**src/design/itoa_pkg.sv**
```systemverilog
// shared constants and helpers for the integer to ascii formatter
// no dependencies; imported by the channel interfaces, the formatter, the checker and the testbench
`default_nettype none

package itoa_pkg;

    localparam int VALUE_W    = 32;
    localparam int FWIDTH_W   = 5;
    localparam int CHAR_W     = 8;
    localparam int DIGIT_W    = 4;
    localparam int BCD_DIGITS = 10;
    localparam int HEX_DIGITS = 8;
    localparam int DIGITS_W   = BCD_DIGITS * DIGIT_W;
    localparam int NDIG_W     = 4;
    localparam int BITCNT_W   = 5;

    localparam logic [CHAR_W-1:0] CH_ZERO    = 8'h30;
    localparam logic [CHAR_W-1:0] CH_HEX_OFS = 8'h57;  // 'a' - 10
    localparam logic [CHAR_W-1:0] CH_MINUS   = 8'h2d;
    localparam logic [CHAR_W-1:0] CH_SPACE   = 8'h20;

    function automatic logic [CHAR_W-1:0] digit_to_ascii(input logic [DIGIT_W-1:0] d);
        logic [CHAR_W-1:0] dx;
        dx = {{(CHAR_W-DIGIT_W){1'b0}}, d};
        if (d < 4'd10) begin
            return CH_ZERO + dx;
        end else begin
            return CH_HEX_OFS + dx;
        end
    endfunction

endpackage

`default_nettype wire

```
**src/design/itoa_if.sv**
```systemverilog
// valid/ready channel interfaces for the formatter: number in, characters out
// depends on itoa_pkg for field widths
`default_nettype none

interface itoa_in_if
    import itoa_pkg::*;
    ();
    logic                valid;
    logic                ready;
    logic [VALUE_W-1:0]  value;
    logic                is_signed;
    logic                hex_base;
    logic [FWIDTH_W-1:0] field_width;
    logic                zero_pad;

    modport source (output valid, value, is_signed, hex_base, field_width, zero_pad,
                    input ready);
    modport sink   (input valid, value, is_signed, hex_base, field_width, zero_pad,
                    output ready);
endinterface

interface itoa_out_if
    import itoa_pkg::*;
    ();
    logic              valid;
    logic              ready;
    logic [CHAR_W-1:0] character;
    logic              last_char;

    modport source (output valid, character, last_char, input ready);
    modport sink   (input valid, character, last_char, output ready);
endinterface

`default_nettype wire

```
**src/design/int_to_ascii_padded.sv**
```systemverilog
// integer to ascii formatter: signed/unsigned decimal or lower-case hex, padded
// depends on itoa_pkg and the channel interfaces in itoa_if.sv
//
//  channel | dir | handshake   | beat payload
//  i_in    | in  | valid/ready | value, is_signed, hex_base, field_width, zero_pad
//  o_out   | out | valid/ready | character, last_char
//
// decimal: bit-serial double dabble over all 32 bits, then dropping up to 9 leading
// zero digits, then the characters are sent out (hex skips the dabble)
// i_rst_n is synchronous; it clears the state and the output valid
// a stalled output beat holds; i_in.ready is high only between numbers
`default_nettype none

module int_to_ascii_padded
    import itoa_pkg::*;
#(
    parameter int MAX_WIDTH = 16
) (
    input  wire         i_clk,
    input  wire         i_rst_n,
    itoa_in_if.sink     i_in,
    itoa_out_if.source  o_out
);

    localparam int WW_RAW = $clog2(MAX_WIDTH + 1);
    localparam int CW     = (WW_RAW > FWIDTH_W) ? WW_RAW : FWIDTH_W;
    localparam logic [CW-1:0] MAX_W = CW'(MAX_WIDTH);

    typedef enum logic [2:0] {
        ST_IDLE, ST_CONV, ST_NORM, ST_FILL, ST_SIGN, ST_DIG
    } t_state;

    t_state               r_state;
    logic [VALUE_W-1:0]   r_mag;
    logic [DIGITS_W-1:0]  r_digits;
    logic [DIGITS_W-1:0]  n_digits;
    logic [BITCNT_W-1:0]  r_bitcnt;
    logic [NDIG_W-1:0]    r_ndig;
    logic                 r_neg;
    logic [CW-1:0]        r_width;
    logic [CW-1:0]        r_fill;
    logic [CHAR_W-1:0]    r_fill_ch;
    logic                 r_out_valid;
    logic [CHAR_W-1:0]    r_out_char;
    logic                 r_out_last;

    logic                 in_neg;
    logic [VALUE_W-1:0]   in_mag;
    logic [CW-1:0]        in_width;
    logic [CW-1:0]        text_len;
    logic                 slot_free;
    logic                 emit;

    assign i_in.ready      = (r_state == ST_IDLE);
    assign o_out.valid     = r_out_valid;
    assign o_out.character = r_out_char;
    assign o_out.last_char = r_out_last;

    assign slot_free = !r_out_valid || o_out.ready;

    // a new output beat is loaded this cycle
    assign emit = slot_free && ((r_state == ST_FILL && r_fill != '0) ||
                                r_state == ST_SIGN || r_state == ST_DIG);

    assign in_neg   = !i_in.hex_base && i_in.is_signed && i_in.value[VALUE_W-1];
    assign in_mag   = in_neg ? (~i_in.value + 32'd1) : i_in.value;
    assign in_width = (CW'(i_in.field_width) > MAX_W) ? MAX_W : CW'(i_in.field_width);
    assign text_len = CW'(r_ndig) + CW'(r_neg);

    // one double dabble step: correct each bcd digit, then shift in the next bit
    always_comb begin
        logic [DIGITS_W-1:0] adj;
        adj = r_digits;
        for (int d = 0; d < BCD_DIGITS; d++) begin
            if (r_digits[d*DIGIT_W +: DIGIT_W] >= 4'd5) begin
                adj[d*DIGIT_W +: DIGIT_W] = r_digits[d*DIGIT_W +: DIGIT_W] + 4'd3;
            end
        end
        n_digits = {adj[DIGITS_W-2:0], r_mag[VALUE_W-1]};
    end

    always_ff @(posedge i_clk) begin
        if (!i_rst_n) begin
            r_state     <= ST_IDLE;
            r_out_valid <= 1'b0;
        end else begin
            if (emit) begin
                r_out_valid <= 1'b1;
            end else if (o_out.ready) begin
                r_out_valid <= 1'b0;
            end
            unique case (r_state)
                ST_IDLE: begin
                    if (i_in.valid) begin
                        r_neg     <= in_neg;
                        r_width   <= in_width;
                        r_fill_ch <= i_in.zero_pad ? CH_ZERO : CH_SPACE;
                        r_mag     <= in_mag;
                        r_bitcnt  <= '0;
                        if (i_in.hex_base) begin
                            r_digits <= {in_mag, {(DIGITS_W-VALUE_W){1'b0}}};
                            r_ndig   <= NDIG_W'(HEX_DIGITS);
                            r_state  <= ST_NORM;
                        end else begin
                            r_digits <= '0;
                            r_state  <= ST_CONV;
                        end
                    end
                end
                ST_CONV: begin
                    r_digits <= n_digits;
                    r_mag    <= {r_mag[VALUE_W-2:0], 1'b0};
                    r_bitcnt <= r_bitcnt + 1'b1;
                    if (r_bitcnt == BITCNT_W'(VALUE_W - 1)) begin
                        r_ndig  <= NDIG_W'(BCD_DIGITS);
                        r_state <= ST_NORM;
                    end
                end
                ST_NORM: begin
                    // drop leading zero digits, keeping at least one
                    if (r_digits[DIGITS_W-1 -: DIGIT_W] == '0 && r_ndig > 4'd1) begin
                        r_digits <= {r_digits[DIGITS_W-DIGIT_W-1:0], {DIGIT_W{1'b0}}};
                        r_ndig   <= r_ndig - 1'b1;
                    end else begin
                        r_fill  <= (r_width > text_len) ? (r_width - text_len) : '0;
                        r_state <= ST_FILL;
                    end
                end
                ST_FILL: begin
                    if (r_fill == '0) begin
                        r_state <= r_neg ? ST_SIGN : ST_DIG;
                    end else if (slot_free) begin
                        r_out_char  <= r_fill_ch;
                        r_out_last  <= 1'b0;
                        r_fill      <= r_fill - 1'b1;
                    end
                end
                ST_SIGN: begin
                    if (slot_free) begin
                        r_out_char  <= CH_MINUS;
                        r_out_last  <= 1'b0;
                        r_state     <= ST_DIG;
                    end
                end
                ST_DIG: begin
                    if (slot_free) begin
                        r_out_char  <= digit_to_ascii(r_digits[DIGITS_W-1 -: DIGIT_W]);
                        r_out_last  <= (r_ndig == 4'd1);
                        r_digits    <= {r_digits[DIGITS_W-DIGIT_W-1:0], {DIGIT_W{1'b0}}};
                        r_ndig      <= r_ndig - 1'b1;
                        if (r_ndig == 4'd1) begin
                            r_state <= ST_IDLE;
                        end
                    end
                end
                default: r_state <= ST_IDLE;
            endcase
        end
    end

endmodule

`default_nettype wire

```
**src/flat_wrapper.sv**
```systemverilog
// flat-port wrapper written by rule: the top's interface ports become plain ports
module int_to_ascii_padded_flat import itoa_pkg::*;
#(
    parameter int MAX_WIDTH = 16
)
  (i_clk, i_rst_n, i_in_valid, i_in_value, i_in_is_signed, i_in_hex_base, i_in_field_width, i_in_zero_pad, i_in_ready, o_out_valid, o_out_character, o_out_last_char, o_out_ready);
  itoa_in_if i_in_i ();
  itoa_out_if o_out_i ();
  input  wire i_clk;
  input  wire i_rst_n;
  input wire logic [$bits(i_in_i.valid)-1:0] i_in_valid;
  input wire logic [$bits(i_in_i.value)-1:0] i_in_value;
  input wire logic [$bits(i_in_i.is_signed)-1:0] i_in_is_signed;
  input wire logic [$bits(i_in_i.hex_base)-1:0] i_in_hex_base;
  input wire logic [$bits(i_in_i.field_width)-1:0] i_in_field_width;
  input wire logic [$bits(i_in_i.zero_pad)-1:0] i_in_zero_pad;
  output wire logic [$bits(i_in_i.ready)-1:0] i_in_ready;
  output wire logic [$bits(o_out_i.valid)-1:0] o_out_valid;
  output wire logic [$bits(o_out_i.character)-1:0] o_out_character;
  output wire logic [$bits(o_out_i.last_char)-1:0] o_out_last_char;
  input wire logic [$bits(o_out_i.ready)-1:0] o_out_ready;
  assign i_in_i.valid = i_in_valid;
  assign i_in_i.value = i_in_value;
  assign i_in_i.is_signed = i_in_is_signed;
  assign i_in_i.hex_base = i_in_hex_base;
  assign i_in_i.field_width = i_in_field_width;
  assign i_in_i.zero_pad = i_in_zero_pad;
  assign i_in_ready = i_in_i.ready;
  assign o_out_valid = o_out_i.valid;
  assign o_out_character = o_out_i.character;
  assign o_out_last_char = o_out_i.last_char;
  assign o_out_i.ready = o_out_ready;
  int_to_ascii_padded #(.MAX_WIDTH(MAX_WIDTH)) u_core (.i_clk(i_clk), .i_rst_n(i_rst_n), .i_in(i_in_i), .o_out(o_out_i));
endmodule
```
**config.mk**
```make
export PLATFORM = sky130hd
export DESIGN_NAME = int_to_ascii_padded_flat
export DESIGN_NICKNAME = d
export VERILOG_FILES = /design/src/design/itoa_pkg.sv /design/src/design/itoa_if.sv /design/src/design/int_to_ascii_padded.sv /design/src/flat_wrapper.sv
export SDC_FILE = /design/constraint.sdc
export NUM_CORES = 1
export LEC_CHECK = 0
export BUFFER_PORTS_ARGS = -buffer_cell sky130_fd_sc_hd__buf_2
export CORE_MARGIN = 2
export CORE_UTILIZATION = 60
export DETAILED_ROUTE_END_ITERATION = 10
export PLACE_DENSITY = 0.8
export SLEW_MARGIN = 30
export SYNTH_ARGS = -nofsm -noshare
export SYNTH_HDL_FRONTEND = slang
export SYNTH_SLANG_ARGS = --single-unit
```
**constraint.sdc**
```tcl
create_clock -name i_clk -period 9.1 [get_ports i_clk]
set_input_delay 0.91 -clock i_clk [delete_from_list [all_inputs] [get_ports i_clk]]
set_output_delay 0.91 -clock i_clk [all_outputs]
set_load 0.05 [all_outputs]
```
==> run_results.csv <==
group,metric,value,unit
clocking,clk_pin_slew,0.10,ns
setup_path,worstSetupPathType,"flop to flop",
setup_path,critical_path.max_stage_delay,0.51,ns
sta,slew_violations,0,
floorplan,ios,55,
logic_synthesis,synth_top_area_frac,0.452,
setup_path,crit_path_end_kind,"flop",
logic_synthesis,synthArstFlopShare,0,
clocking,clk-insertion-delay-late,0.39,ns
logic_synthesis,synth.yosys.seq_area_share,0.464,
floorplan,die_height,110,um
drt,drtIter0Drc,381,
logic_synthesis,synthFlopType,"edfxtp_1",
drt,vias,5240,
sta,hold_viol,0,
sta,fmax,0.361,GHz
setup_path,rr_worst_depth,7,
power,power.density,280,nW/um2
floorplan,die-area,12000,um2
run_status,status,"finished clean",
clocking,cts_max_path_buffers,2,
floorplan,die_x,110,um
setup_path,worstPathRequired,9.20,ns
grt,grt_pass1_vias,5029,
logic_synthesis,syn_nets,757,
sta,setup_violations,0,
power,power_frac_seq,0.441,
sta,finalSetupTns,0,ns
logic_synthesis,synthTopCellsByCount,"101 x edfxtp_1, 67 x o21ai_0, 66 x a21oi_1, 54 x nor2_1, 44 x nand2_1",
logic_synthesis,ys_top_cells_by_area,"edfxtp_1 45%, ha_1 6.5%, o21ai_0 5.0%",
logic_synthesis,synthCells,677,
power,total_leakage_power,2.66,nW
placement,io_buffers,53,
power,finalPower,2.02,mW
logic_synthesis,synth_edf_count,101,
cells_and_area,multi_input_area,3300,um2
cells_and_area,seqCellArea,3110,um2
floorplan,start_util,0.616,
grt,grt_remaining_overflow,0,
power,ir_drop,176,uV
clocking,cts_sinks,105,
sta,min_period_over_period,0.304,
hold_path,worstHoldPathCells,2,
clocking,post_cts_buffers,0,
clocking,cts_buffers,9,
drt,ant_nets,0,
drt,first_pass_iters,4,
logic_synthesis,yosysTopAreaCell,"edfxtp_1",
clocking,hold_buffers,0,
sta,worst_slew_pin_slew,0.796,ns
floorplan,placeableCoreArea,10900,um2
setup_path,worstPathMaxFanout,41,
grt,grt_max_degree,82,
sta,rsz0062_at_grt,"no",
floorplan,rows,38,
logic_synthesis,avgSynthCellArea,9.91,um2
placement,place_hpwl,10300,um
sta,min_period,2.77,ns
setup_path,crit_chain,"inv_1 > ha_1 > nor4b_1 > o31ai_1 > a211oi_4 > buf_4 > o211a_1",
setup_path,cp-start-kind,"flop",
clocking,cts_resized,0,
grt,grt_use_total,0.261,
cells_and_area,nFillCells,900,
logic_synthesis,ys_ff_latch,105,
drt,via_per_inst,6.11,
grt,grt_pass1_wl,24200,um
sta,relSlewSlack,0.469,
drt,drt-total-wl,14700,um
drt,drc,0,
cells_and_area,nets,792,
placement,place.gp.congestion,0.831,
hold_path,min_path_type,"flop to flop",
logic_synthesis,ys_warn_count,0,
grt,antenna_found_initial,1,
clocking,cts.htree.levels,3,
clocking,cts-root-buf,"clkbuf_8",
logic_synthesis,synthesis.area,6710,um2
logic_synthesis,synth.distinct_cells,64,
power,clockPowerShare,0.143,
drt,wl_per_cell,17.2,um
power,power_frac_comb,0.416,
setup_path,slowest_stage,"buf_4",
setup_path,worstPathArrival,2.87,ns
logic_synthesis,yosysMostFrequentCell,"edfxtp_1",
power,switching_share,0.405,
sta,fin_worst_skew,0.00575,ns
cells_and_area,drive_above_1_share,0.123,
flow_run,maxCapViolCount,0,
power,p_sw,817,uW
power,p_int,1.20,mW
cells_and_area,syn_to_final_growth,7.44,%
clocking,cts_tree,"yes",
-- power groups by stage --
stage / sequential (mW) / clock [mW] / combinational, mW
after floorplan: 0.853 / 0 / 0.673
after global placement: 0.886 / 0 / 0.789
after detailed placement: 0.894 / 0 / 0.829
after CTS: 0.884 / 0.292 / 0.835
after global routing: 0.908 / 0.308 / 0.946
final: 0.889 / 0.289 / 0.838
-- worst paths after layout --
path	from	endpoint	slack [ns]
max	u_core.r_digits[37]	u_core.r_ndig[2]	6.33
min	u_core.r_mag[0]	u_core.r_mag[1]	0.54
max reg2reg	u_core.r_digits[37]	u_core.r_ndig[2]	6.33
min reg2reg	u_core.r_mag[0]	u_core.r_mag[1]	0.54
-- routing by layer --
layer  up-vias  track usage  part of all wire
met5         -            0                 0
met4         0       0.0922             0.017
met3        22       0.0504             0.054
met2       154        0.432              0.49
met1      2499        0.343              0.44
li1       2565            -                 -
-- sequential cells by signal, summed over array words and instances, names as in the netlist --
| name | count |
|---|---|
| u_core.r_width | 5 |
| u_core.r_ndig | 4 |
| u_core.r_state | 3 |
| u_core.r_mag | 32 |
| u_core.o_out.last_char | 1 |
| u_core.r_fill_ch | 1 |
| u_core.r_bitcnt | 5 |
| u_core.r_fill | 5 |
| u_core.r_neg | 1 |
| u_core.o_out.character | 7 |
| u_core.o_out.valid | 1 |
| u_core.r_digits | 40 |
-- layout make-up --
class / instances / share of cell area
Antenna cell: 1 / 0.000347
Clock buffer: 9 / 0.0172
Clock inverter: 7 / 0.00850
Inverter: 36 / 0.0187
Multi-Input combinational cell: 502 / 0.457
Sequential cell: 105 / 0.432
Tap cell: 140 / 0.0243
Timing Repair Buffer: 58 / 0.0420
-- cell usage in the layout (no fill, tap or decap), types with 4 or more instances in the layout --
cell / count
nor3_1: 10
edfxtp_1: 101
a31oi_1: 5
nand2b_1: 13
a22oi_1: 26
nor2b_1: 7
nor2_1: 54
o22ai_1: 4
nand2_1: 44
nor3b_1: 16
nor4_1: 5
xor2_1: 28
clkbuf_8: 9
inv_1: 35
and3_1: 8
clkinv_2: 4
nand3_1: 8
or2_2: 4
o31ai_1: 10
dfxtp_1: 4
or3_1: 10
o41ai_1: 4
ha_1: 35
buf_2: 53
buf_4: 5
o21ai_0: 67
xnor2_1: 23
a21oi_1: 66
-- kinds of logic (layout without fill, tap and decap cells) --
family	Yosys count	after routing	share of synthesized area
fa+ha+maj	36	36	0.0682
flops	105	105	0.464
simple gates	201	201	0.158
compound gates	209	209	0.190
other cells	2	3	0.00112
buf+inv	70	110	0.0477
xor+xnor	51	51	0.0666
mux	3	3	0.00447
-- through the flow --
stage               cells  cell area [um2]   util  hold WS (ns)  worst slack [ns]
detailed placement    841             7020  0.645         0.520              5.97
CTS                   857             7210  0.662         0.543              6.34
global placement      841             7020  0.645         0.503              6.05
floorplan             677             6710      -         0.495              4.02
global route          857             7210  0.662         0.556              6.07
finish                858             7210  0.662         0.536              6.33
-- critical path, delay by kind of cell, from the launching register on --
kind / cells / cell delay (ns)
AND/OR/NAND/NOR: 1 / 0.35
buffers and inverters: 2 / 0.69
AO/OA/AOI/OAI: 3 / 0.82
flip-flops: 1 / 0.44
adder cells (fa/ha/maj): 1 / 0.17
Note: power is estimated with default switching activity, not from simulation.
